**src/rtl/char_stream_tokenizer_core_assert.svh**
```systemverilog
// Assertion shorthands used by the result queue RTL.
`ifndef CHAR_STREAM_TOKENIZER_CORE_ASSERT_SVH
`define CHAR_STREAM_TOKENIZER_CORE_ASSERT_SVH

// same-cycle implication
`define CST_ASSERT_IMPLIES(label, clk, rst, cond, prop) \
   label: assert property (@(posedge clk) disable iff (rst) (cond) |-> (prop)) \
      else $error("tokenizer check failed");

// next-cycle implication
`define CST_ASSERT_NEXT(label, clk, rst, cond, prop) \
   label: assert property (@(posedge clk) disable iff (rst) (cond) |=> (prop)) \
      else $error("tokenizer check failed");

`endif

```
**src/rtl/cst_pkg.sv**
```systemverilog
`default_nettype none

package cst_pkg;

   localparam int IDENT_BYTES_KEPT_DEFAULT = 8;
   localparam int RSP_DEPTH_DEFAULT        = 4;

   localparam logic [7:0]  CHAR_HASH = 8'h23;
   localparam logic [7:0]  CHAR_LF   = 8'h0A;
   localparam logic [7:0]  CHAR_CR   = 8'h0D;
   localparam logic [63:0] DEF_TEXT  = 64'h0000_0000_0066_6564;
   localparam logic [30:0] NUM_LIMIT = 31'h7FFF_FFFF;

   typedef enum logic [2:0] {
      TOKEN_END    = 3'd0,
      TOKEN_NUMBER = 3'd1,
      TOKEN_IDENT  = 3'd2,
      TOKEN_DEF    = 3'd3,
      TOKEN_CHAR   = 3'd4
   } token_kind_type;

   typedef enum logic [1:0] {
      MODE_IDLE    = 2'd0,
      MODE_IDENT   = 2'd1,
      MODE_NUMBER  = 2'd2,
      MODE_COMMENT = 2'd3
   } mode_type;

   typedef struct packed {
      token_kind_type token_kind;
      logic [7:0]     char_value;
      logic [30:0]    number_value;
      logic           number_overflow;
      logic [63:0]    ident_text;
      logic [7:0]     ident_length;
      logic           ident_truncated;
      logic           last;
   } lex_token_type;

   // up to two tokens produced by one word
   typedef struct packed {
      logic [1:0]    count;
      lex_token_type first;
      lex_token_type second;
   } lex_out_type;

endpackage

`default_nettype wire

```
**src/rtl/cst_lexer.sv**
```systemverilog
`default_nettype none

module cst_lexer #(
   parameter int IDENT_BYTES_KEPT = cst_pkg::IDENT_BYTES_KEPT_DEFAULT
) (
   input  wire logic              clock,
   input  wire logic              reset,
   input  wire logic              step,
   input  wire logic [7:0]        char_code,
   input  wire logic              end_of_input,
   output cst_pkg::lex_out_type   lex_out
);
   import cst_pkg::*;

   localparam int TEXT_W = IDENT_BYTES_KEPT * 8;

   mode_type            mode_ff, mode_in;
   logic [TEXT_W-1:0]   ident_bytes_ff, ident_bytes_in;
   logic [7:0]          ident_count_ff, ident_count_in;
   logic [30:0]         number_accum_ff, number_accum_in;
   logic                number_sat_ff, number_sat_in;

   logic        is_space, is_alpha, is_digit;
   logic        ident_cont, number_cont;
   logic [34:0] num_wide;

   always_comb begin
      is_space    = (char_code == 8'h20) || (char_code >= 8'h09 && char_code <= 8'h0D);
      is_alpha    = (char_code >= 8'h41 && char_code <= 8'h5A) ||
                    (char_code >= 8'h61 && char_code <= 8'h7A);
      is_digit    = (char_code >= 8'h30 && char_code <= 8'h39);
      ident_cont  = (mode_ff == MODE_IDENT) && (is_alpha || is_digit);
      number_cont = (mode_ff == MODE_NUMBER) && is_digit;
      // accum * 10 + digit
      num_wide    = ({4'b0, number_accum_ff} << 3) + ({4'b0, number_accum_ff} << 1) +
                    35'(char_code[3:0]);
   end

   // next state
   always_comb begin
      mode_in         = mode_ff;
      ident_bytes_in  = ident_bytes_ff;
      ident_count_in  = ident_count_ff;
      number_accum_in = number_accum_ff;
      number_sat_in   = number_sat_ff;
      if (end_of_input) begin
         mode_in         = MODE_IDLE;
         ident_bytes_in  = '0;
         ident_count_in  = '0;
         number_accum_in = '0;
         number_sat_in   = 1'b0;
      end else if (mode_ff == MODE_COMMENT) begin
         if (char_code == CHAR_LF || char_code == CHAR_CR) begin
            mode_in = MODE_IDLE;
         end
      end else if (ident_cont) begin
         for (int i = 0; i < IDENT_BYTES_KEPT; i++) begin
            if (ident_count_ff == 8'(i)) begin
               ident_bytes_in[i*8 +: 8] = char_code;
            end
         end
         if (ident_count_ff != 8'hFF) begin
            ident_count_in = ident_count_ff + 8'd1;
         end
      end else if (number_cont) begin
         if (num_wide > 35'(NUM_LIMIT)) begin
            number_accum_in = NUM_LIMIT;
            number_sat_in   = 1'b1;
         end else begin
            number_accum_in = num_wide[30:0];
         end
      end else begin
         mode_in         = MODE_IDLE;
         ident_bytes_in  = '0;
         ident_count_in  = '0;
         number_accum_in = '0;
         number_sat_in   = 1'b0;
         if (is_space) begin
            mode_in = MODE_IDLE;
         end else if (is_alpha) begin
            mode_in        = MODE_IDENT;
            ident_bytes_in = TEXT_W'(char_code);
            ident_count_in = 8'd1;
         end else if (is_digit) begin
            mode_in         = MODE_NUMBER;
            number_accum_in = 31'(char_code[3:0]);
         end else if (char_code == CHAR_HASH) begin
            mode_in = MODE_COMMENT;
         end
      end
   end

   // outputs
   lex_token_type pend_tok, tail_tok;
   logic          pend_valid, pend_emit, tail_valid;

   always_comb begin
      pend_tok = '0;
      if (mode_ff == MODE_IDENT) begin
         pend_tok.token_kind = (ident_count_ff == 8'd3 && 64'(ident_bytes_ff) == DEF_TEXT) ?
                               TOKEN_DEF : TOKEN_IDENT;
         pend_tok.ident_text      = 64'(ident_bytes_ff);
         pend_tok.ident_length    = ident_count_ff;
         pend_tok.ident_truncated = ident_count_ff > 8'(IDENT_BYTES_KEPT);
      end else begin
         pend_tok.token_kind      = TOKEN_NUMBER;
         pend_tok.number_value    = number_accum_ff;
         pend_tok.number_overflow = number_sat_ff;
      end
      pend_valid = (mode_ff == MODE_IDENT) || (mode_ff == MODE_NUMBER);
      pend_emit  = pend_valid && (end_of_input || !(ident_cont || number_cont));

      tail_tok = '0;
      tail_tok.last = 1'b1;
      if (end_of_input) begin
         tail_tok.token_kind = TOKEN_END;
         tail_valid          = 1'b1;
      end else begin
         tail_tok.token_kind = TOKEN_CHAR;
         tail_tok.char_value = char_code;
         tail_valid = (mode_ff != MODE_COMMENT) && !ident_cont && !number_cont &&
                      !is_space && !is_alpha && !is_digit && (char_code != CHAR_HASH);
      end

      pend_tok.last = !tail_valid;
      lex_out.first  = pend_emit ? pend_tok : tail_tok;
      lex_out.second = tail_tok;
      lex_out.count  = 2'(pend_emit) + 2'(tail_valid);
   end

   always_ff @(posedge clock) begin
      if (reset) begin
         mode_ff         <= MODE_IDLE;
         ident_bytes_ff  <= '0;
         ident_count_ff  <= '0;
         number_accum_ff <= '0;
         number_sat_ff   <= 1'b0;
      end else if (step) begin
         mode_ff         <= mode_in;
         ident_bytes_ff  <= ident_bytes_in;
         ident_count_ff  <= ident_count_in;
         number_accum_ff <= number_accum_in;
         number_sat_ff   <= number_sat_in;
      end
   end

endmodule

`default_nettype wire

```
**src/rtl/cst_rsp_queue.sv**
```systemverilog
`default_nettype none

module cst_rsp_queue #(
   parameter int RSP_DEPTH = cst_pkg::RSP_DEPTH_DEFAULT
) (
   input  wire logic                  clock,
   input  wire logic                  reset,
   input  wire logic                  push,
   input  wire cst_pkg::lex_out_type  lex_out,
   output logic                       full,
   output logic                       rsp_valid,
   input  wire logic                  rsp_stall,
   output cst_pkg::lex_token_type     rsp_token
);
   import cst_pkg::*;

   `include "char_stream_tokenizer_core_assert.svh"

   localparam int PTR_W = (RSP_DEPTH > 1) ? $clog2(RSP_DEPTH) : 1;
   localparam int CNT_W = $clog2(RSP_DEPTH + 1);

   function automatic logic [PTR_W-1:0] ptr_inc(input logic [PTR_W-1:0] p);
      ptr_inc = (p == PTR_W'(RSP_DEPTH - 1)) ? '0 : p + PTR_W'(1);
   endfunction

   lex_token_type    q_ff [RSP_DEPTH];
   logic [PTR_W-1:0] wr_ptr_ff, wr_ptr_in, rd_ptr_ff, rd_ptr_in;
   logic [CNT_W-1:0] count_ff, count_in;
   logic [1:0]       push_n;
   logic             pop;
   logic [PTR_W-1:0] wr_next;

   always_comb begin
      push_n    = push ? lex_out.count : 2'd0;
      rsp_valid = (count_ff != '0);
      pop       = rsp_valid && !rsp_stall;
      // keep room for a two-token word
      full      = count_ff > CNT_W'(RSP_DEPTH - 2);
      wr_next   = ptr_inc(wr_ptr_ff);
      wr_ptr_in = wr_ptr_ff;
      if (push_n == 2'd1) begin
         wr_ptr_in = wr_next;
      end else if (push_n == 2'd2) begin
         wr_ptr_in = ptr_inc(wr_next);
      end
      rd_ptr_in = pop ? ptr_inc(rd_ptr_ff) : rd_ptr_ff;
      count_in  = count_ff + CNT_W'(push_n) - CNT_W'(pop);
      rsp_token = q_ff[rd_ptr_ff];
   end

   always_ff @(posedge clock) begin
      if (reset) begin
         wr_ptr_ff <= '0;
         rd_ptr_ff <= '0;
         count_ff  <= '0;
      end else begin
         wr_ptr_ff <= wr_ptr_in;
         rd_ptr_ff <= rd_ptr_in;
         count_ff  <= count_in;
      end
   end

   always_ff @(posedge clock) begin
      if (push_n != 2'd0) begin
         q_ff[wr_ptr_ff] <= lex_out.first;
      end
      if (push_n == 2'd2) begin
         q_ff[wr_next] <= lex_out.second;
      end
   end

   `CST_ASSERT_IMPLIES(a_count_bound, clock, reset, 1'b1, count_ff <= CNT_W'(RSP_DEPTH))
   `CST_ASSERT_IMPLIES(a_no_overrun, clock, reset, push_n != 2'd0,
      count_ff <= CNT_W'(RSP_DEPTH - 2))
   `CST_ASSERT_IMPLIES(a_last_order, clock, reset, push_n == 2'd2,
      !lex_out.first.last && lex_out.second.last)
   `CST_ASSERT_NEXT(a_pop_drains, clock, reset, pop && push_n == 2'd0,
      count_ff == $past(count_ff) - CNT_W'(1))

endmodule

`default_nettype wire

```
**src/rtl/char_stream_tokenizer_core.sv**
```systemverilog
// A word accepted by the core pushes its tokens, if any, into the result queue, which drives rsp_ from registers.
// Input: one word per cycle while req_stall is low; the lexer state update is a single registered step.
// Output drains one token per cycle while rsp_stall is low; a word that makes two tokens presents them in order.
// req_stall rises while the result queue holds fewer than two free slots.
// Reset (synchronous): lexer returns to between tokens, result queue empties.
`default_nettype none

module char_stream_tokenizer_core #(
   parameter int IDENT_BYTES_KEPT = cst_pkg::IDENT_BYTES_KEPT_DEFAULT,
   parameter int RSP_DEPTH        = cst_pkg::RSP_DEPTH_DEFAULT
) (
   input  wire logic        clock,
   input  wire logic        reset,
   input  wire logic        req_valid,
   output logic             req_stall,
   input  wire logic [7:0]  req_char_code,
   input  wire logic        req_end_of_input,
   output logic             rsp_valid,
   input  wire logic        rsp_stall,
   output logic [2:0]       rsp_token_kind,
   output logic [7:0]       rsp_char_value,
   output logic [30:0]      rsp_number_value,
   output logic             rsp_number_overflow,
   output logic [63:0]      rsp_ident_text,
   output logic [7:0]       rsp_ident_length,
   output logic             rsp_ident_truncated,
   output logic             rsp_last
);
   import cst_pkg::*;

   lex_out_type   lex_out;
   lex_token_type rsp_token;
   logic          step;
   logic          full;

   assign req_stall = full;
   assign step      = req_valid && !full;

   cst_lexer #(
      .IDENT_BYTES_KEPT(IDENT_BYTES_KEPT)
   ) u_lexer (
      .clock        (clock),
      .reset        (reset),
      .step         (step),
      .char_code    (req_char_code),
      .end_of_input (req_end_of_input),
      .lex_out      (lex_out)
   );

   cst_rsp_queue #(
      .RSP_DEPTH(RSP_DEPTH)
   ) u_rsp_queue (
      .clock     (clock),
      .reset     (reset),
      .push      (step),
      .lex_out   (lex_out),
      .full      (full),
      .rsp_valid (rsp_valid),
      .rsp_stall (rsp_stall),
      .rsp_token (rsp_token)
   );

   assign rsp_token_kind      = rsp_token.token_kind;
   assign rsp_char_value      = rsp_token.char_value;
   assign rsp_number_value    = rsp_token.number_value;
   assign rsp_number_overflow = rsp_token.number_overflow;
   assign rsp_ident_text      = rsp_token.ident_text;
   assign rsp_ident_length    = rsp_token.ident_length;
   assign rsp_ident_truncated = rsp_token.ident_truncated;
   assign rsp_last            = rsp_token.last;

endmodule

`default_nettype wire
```
**config.mk**
```make
export PLATFORM = sky130hd
export DESIGN_NAME = char_stream_tokenizer_core
export DESIGN_NICKNAME = d
export VERILOG_FILES = /design/src/rtl/cst_pkg.sv /design/src/rtl/cst_lexer.sv /design/src/rtl/cst_rsp_queue.sv /design/src/rtl/char_stream_tokenizer_core.sv
export VERILOG_INCLUDE_DIRS = /design/src /design/src/rtl
export SDC_FILE = /design/constraint.sdc
export NUM_CORES = 1
export LEC_CHECK = 0
export BUFFER_PORTS_ARGS = -buffer_cell sky130_fd_sc_hd__buf_2
export CAP_MARGIN = 0
export CELL_PAD_IN_SITES_DETAIL_PLACEMENT = 1
export CELL_PAD_IN_SITES_GLOBAL_PLACEMENT = 1
export CORE_ASPECT_RATIO = 2
export CORE_MARGIN = 4
export CORE_UTILIZATION = 35
export CTS_BUF_LIST = sky130_fd_sc_hd__clkbuf_16
export DETAILED_ROUTE_END_ITERATION = 10
export PLACE_DENSITY = 0.59
export REMOVE_ABC_BUFFERS = 1
export SETUP_SLACK_MARGIN = 0.02
export SLEW_MARGIN = 20
export SYNTH_ARGS = -nofsm -noshare
export SYNTH_HDL_FRONTEND = slang
export SYNTH_SLANG_ARGS = --single-unit
```
**constraint.sdc**
```tcl
create_clock -name clock -period 12.1 [get_ports clock]
set_input_delay 2.42 -clock clock [delete_from_list [all_inputs] [get_ports clock]]
set_output_delay 2.42 -clock clock [all_outputs]
set_load 0.02 [all_outputs]
```
# Yosys cells after proc, flatten, opt, wreduce, memory -nomap -nowiden
# Memory sizes are Yosys's and may differ from the RTL's. A register that Yosys moved wholly into a read port is not among the register bits.
# Cells that the tools add are included.
dict set report classes {
  reduce_logical 48
  n_lt_le_gt_ge 11
  n_eq_ne 39
  n_addsub 9
  mux 63
}
# op n
set ops {}
lappend ops {{2-to-1 mux 64 bit} 5}
lappend ops {{2-to-1 mux 31 bit} 7}
lappend ops {{2-to-1 mux 8 bit} 16}
lappend ops {{2-to-1 mux 117 bit} 1}
lappend ops {{2-to-1 mux 73 bit} 1}
lappend ops {{== test 64 x 23 -> 1 bit, second input constant} 1}
lappend ops {{AND reduction 4 bit} 11}
lappend ops {{inequality test 3 bit, second input constant} 13}
lappend ops {{adder 34 x 32 -> 35 bit} 1}
lappend ops {{adder 35 x 4 -> 35 bit} 1}
lappend ops {{> comparator 35 x 31 -> 1 bit, second input constant} 1}
lappend ops {{2-to-1 mux 2 bit} 17}
lappend ops {{== test 8 x 3 -> 1 bit, second input constant} 4}
lappend ops {{2-to-1 mux 32 bit} 1}
lappend ops {{== test 8 x 2 -> 1 bit, second input constant} 2}
lappend ops {{== test 8 x 4 -> 1 bit, second input constant} 2}
lappend ops {{== test 8 x 6 -> 1 bit, second input constant} 2}
lappend ops {{greater-or-equal comparator 8 x 7 -> 1 bit, second input constant} 2}
lappend ops {{less-or-equal comparator 8 x 7 -> 1 bit, second input constant} 2}
lappend ops {{logical AND 1 bit} 16}
lappend ops {{== test 2 bit, second input constant} 6}
lappend ops {{2-to-1 mux 1 bit} 12}
lappend ops {{logical NOT 1 bit} 9}
lappend ops {{adder 8 x 1 -> 8 bit, second input constant} 1}
lappend ops {{23 further kinds} 36}
dict set report totals {
  in_bits 13
  elab_cells 186
  out_inout_bits 119
  n_memories 1
  ram_bits 468
  reg_bits 113
}
# memory depth width read_ports rd_clocked_by_memory_dff wr line
set memory_table {}
lappend memory_table {u_rsp_queue.q_ff 4 117 1 1 2 cst_rsp_queue.sv:26} ;# lex_token_type q_ff [RSP_DEPTH];

# Longest topological paths before layout
dict set report depth {
  ltp_word 18
  mapped_depth 17
  ltp_nobuf 14
}

# By module
# A second synthesis with hierarchy kept.
dict set report hier_totals {
  cells_unflattened 2198
  area_unflattened_um2 31233.7
}
# mod seq_area_each_um2 n_inst area_per_inst_um2 cells_each
set modules_own_cells {}
lappend modules_own_cells {cst_rsp_queue 14233.7 1 23022.1 1199}
lappend modules_own_cells {cst_lexer 2122.0 1 8197.9 998}
lappend modules_own_cells {char_stream_tokenizer_core 0.0 1 13.8 1}

# Least setup slack after synthesis
# No wires, ideal clock.
dict set report synth_path {
  path_type {input to register}
  from {input req_char_code[3]}
  to {register u_lexer.number_accum_ff[3]}
  path_buffers 2
  required_ns 11.966
  t_arrival_ns 5.437
  cell_stages 15
  slack_ns 6.529
  setup_time_ns 0.134
  path_cell_list {buf_2 -> inv_1 -> fa_1 -> inv_1 -> ha_1 -> a211oi_1 -> o211ai_1 -> a211oi_2 -> o211ai_1 -> a311oi_2 -> xor2_1 -> nand4_2 -> buf_4 -> nor2_2 -> a311oi_2}
}
dict set report synth_between {
  elab_chain_cells 9
  elab_cells_between_ends 30
  classes_between {add/sub: 1; order compare: 9; eq/ne: 2; mux: 8; reduce/logical: 10}
}
# element line
set synth_rtl {}
lappend synth_rtl {{start, declared} char_stream_tokenizer_core.sv:16} ;# input wire logic [7:0] req_char_code,
lappend synth_rtl {{parallel branches: the longest is 9 deep, another holds adder 35 x 4 -> 35 bit} --}
lappend synth_rtl {{end signal, assigned} cst_lexer.sv:142} ;# number_accum_ff <= number_accum_in;
lappend synth_rtl {{end, declared} cst_lexer.sv:20} ;# logic [30:0] number_accum_ff, number_accum_in;
# Parallel ways; which one is timed is not known. The select of a mux whose other input is x is not followed.
# A chain may end at the register's enable or synchronous reset.

# Worst setup path in the final report
# Same ends and word-level chain as after synthesis.

==> impl_metrics.tcl <==
set metrics [dict create \
    totalNegativeSetupSlack_ps 0 \
    final_setup_skew_ps 18.8 \
    clock_tree.buffer_depth 3 \
    first_global_vias 19700 \
    crit_path_class "in -> reg" \
    drt-total-wl_um 80500 \
    start_kind "primary input" \
    netlist_area_um2 24100 \
    postSynthCellCount 2098 \
    drt_drc_violations_left 0 \
    worst-endpoint-arrival_ps 7220 \
    reg2reg_from "u_lexer.number_accum_ff[0]$_SDFFE_PP0P_" \
    achievable-frequency_mhz 147 \
    initial_utilization_pct 35.2 \
    cts.sinks 583 \
    cts.repair.resized 0 \
    placed_cell_area_um2 25600 \
    register_bit_total_from_synthesis 583 \
    post_cts_setup_driven_buffer_insertion_count 0 \
    worst-path-max-fanout 30 \
    boundaryPins 132 \
    drive_above_1_share_pct 17.7 \
    worst_pin_slew_ps 1100 \
    port_buffers 131 \
    h_tree_depth 2 \
    most_common_library_cell_in_the_layout_ignoring_fill_and_taps "dfxtp_1" \
    final-setup-viol-count 0 \
    finish.net_count 2249 \
    critPathSlowestCell "nand4_2" \
    yosys_warnings 0 \
    ys_types 67 \
    pre_antenna_drt_iters 5 \
    grt_setup_unrepaired "false" \
    die_height_um 379 \
    fp.dieArea_um2 73500 \
    grt_use_total_pct 21.1 \
    non_filler_cell_area_final_um2 27300 \
    async_flop_share_pct 0 \
    synth_flop_cell "dfxtp_1" \
    first_iter_violations 951 \
    timing.hold.ws_ps 451 \
    reg2reg_slack_ps 7130 \
    hold_path.class "reg -> reg" \
    pin_count_of_the_biggest_net_entering_global_routing 64 \
    rr_endpoint "u_lexer.number_accum_ff[3]$_SDFFE_PP0P_" \
    cts_tree "built" \
    place.detailed.hpwl_um 52400 \
    period_needed_ps 6780 \
    worstSetupEndpoint "u_lexer.number_accum_ff[3]$_SDFFE_PP0P_" \
    numCtsBuffers 53 \
    seqCellArea_um2 12000 \
    root_buffer_selected_by_cts "clkbuf_16" \
    ant_nets 0 \
    width_of_the_chip_um 194 \
    critical_path.top_delay_family "compound AO/OA/AOI/OAI gates" \
    timing.max_slew.rel_slack_pct 26.6 \
    area_growth_syn_to_fin_pct 13.1 \
    clkLatencyLatePin_ps 600 \
    synth.avg_cell_area_um2 11.5 \
    worst-r2r-cell-count 13 \
    grt_first_pass_wirelength_um 122000 \
    final_gp_congestion 0.855 \
    max_stage_delay_ps 770 \
    critPathCaptureType "flip-flop" \
    multi_input_comb_area_um2 11400 \
    timing.critical_path.cells "buf_2 > inv_1 > fa_1 > inv_1 > ha_1 > a211oi_1 > o211ai_1 > a211oi_2 > o211ai_1 > a311oi_2 > xor2_1 > nand4_2 > nor2_2 > a311oi_2" \
    final_hold_viol_count 0 \
    vias 18200 \
    min_from "u_rsp_queue.q_ff[3][115]$_SDFFE_PP0P_" \
    core_um2 68600 \
    ys_seq_area_share_pct 49.9 \
    outcome "finished clean" \
    crit_start "req_char_code[3]" \
    synth_enable_flop_cells 36 \
    cp_num_cells 14 \
    power.static_leakage_nw 10.6 \
    highest_count_cells_in_the_layout_ignoring_fill_and_taps "dfxtp_1, a22o_1, buf_2" \
    cap_violations 0 \
    power_per_cell_area_nw_per_um2 155 \
    report.final.slew_viol_count 0 \
    post-route-period-util_pct 56.0 \
    crit_buf_inv 3 \
    initial_antenna_violation_count 3 \
    cp.required_ps 12540 \
    grt-ovfl-total 0 \
    clk_pin_slew_ps 70 \
    drt-wirelength-per-cell_um 26.0 \
    ctsHoldBuffers 0 \
    fin_total_pwr_mw 4.24 \
    fillerInstances 7375 \
    vdd.ir_drop.worst_mv 0.126 \
    num_rows 136 \
    vias_per_cell 5.87 \
]
[synthesized netlist by cell type, types with 36 or more instances]
library cell | count | area (um2)
clkbuf_1 | 110 | 413
buf_2 | 38 | 190
mux4_2 | 117 | 2640
nor2_1 | 93 | 349
dfxtp_1 | 547 | 11000
nand2_1 | 129 | 484
a21oi_1 | 106 | 531
ha_1 | 81 | 1010
a22o_1 | 424 | 3710
a22oi_1 | 37 | 278
edfxtp_1 | 36 | 1080
[registers in the layout, summed over array words and instances, names as in the netlist, 2 cells and up, named ones only]
register / count
u_rsp_queue.rd_ptr_ff: 2
u_lexer.number_accum_ff: 31
u_rsp_queue.q_ff: 468
u_lexer.ident_count_ff: 8
u_rsp_queue.wr_ptr_ff: 2
u_lexer.mode_ff: 2
u_rsp_queue.count_ff: 3
u_lexer.ident_bytes_ff: 64
[worst reg2reg max path, delay by kind of cell (launching register included)]
kind	cells	cell delay, ps
AO/OA/AOI/OAI	6	1780
XOR/XNOR	1	200
adder cells (fa/ha/maj)	2	890
buffers and inverters	2	170
flip-flops	1	530
AND/OR/NAND/NOR	2	1240
[stage by stage]
stage,std cells,utilization (%),setup slack [ps]
after global routing,3093,39.8,5070
after floorplan,1939,-,2640
after global placement,2994,37.3,4760
after CTS,3093,39.8,5300
final,3095,39.8,5320
after detailed placement,2994,37.3,4680
[cell type report]
cell class | count | share of cell area (%)
sequential | 583 | 44.1
multi-input combinational | 1323 | 41.9
clock buffer | 53 | 4.86
tap | 897 | 4.11
timing repair buffer | 158 | 3.15
clock inverter | 46 | 1.40
inverter | 33 | 0.454
antenna | 2 | 0.0183
[where the power goes]
part | internal (mW) | switching, mW
clock | 0.928 | 0.772
combinational | 0.155 | 0.366
sequential | 1.97 | 0.0463
total | 3.05 | 1.18
[kinds of logic (layout without fill, tap and decap cells)]
kind of cell | after synthesis | after routing | synth area share, %
adders and majority gates | 84 | 84 | 4.45
buffers and inverters | 192 | 290 | 3.20
DFF | 583 | 583 | 49.9
and+or+nand+nor | 386 | 386 | 7.64
AOI/OAI and AO/OA | 695 | 695 | 22.4
xor gates and xnor gates | 35 | 35 | 1.27
muxes | 123 | 123 | 11.2
other | 0 | 2 | 0
[per-layer routing]
metal	wire (um)	share of wire (%)	GRT usage (%)	vias up
li1	-	-	-	8139
met2	45000	56	42.5	353
met1	30500	38	22.4	9554
met3	2880	3.6	2.97	110
met4	2130	2.6	6.16	2
met5	13	0.016	0	-
[worst min-delay path by stage]
| stage | end | slack, ps | depth (start not counted) |
|---|---|---|---|
| 5_1_grt | u_rsp_queue.q_ff[1][115]$_SDFFE_PP0P_ | 480 | 1 |
| 2_1_floorplan | u_rsp_queue.q_ff[2][115]$_SDFFE_PP0P_ | 420 | 1 |
| 3_3_place_gp | u_rsp_queue.q_ff[2][115]$_SDFFE_PP0P_ | 430 | 1 |
| 6_report | u_rsp_queue.q_ff[3][115]$_SDFFE_PP0P_ | 450 | 1 |
| 3_5_place_dp | u_rsp_queue.q_ff[3][115]$_SDFFE_PP0P_ | 440 | 1 |
| 4_1_cts | u_rsp_queue.q_ff[3][115]$_SDFFE_PP0P_ | 450 | 1 |
Power figures use the tool's default switching activity.
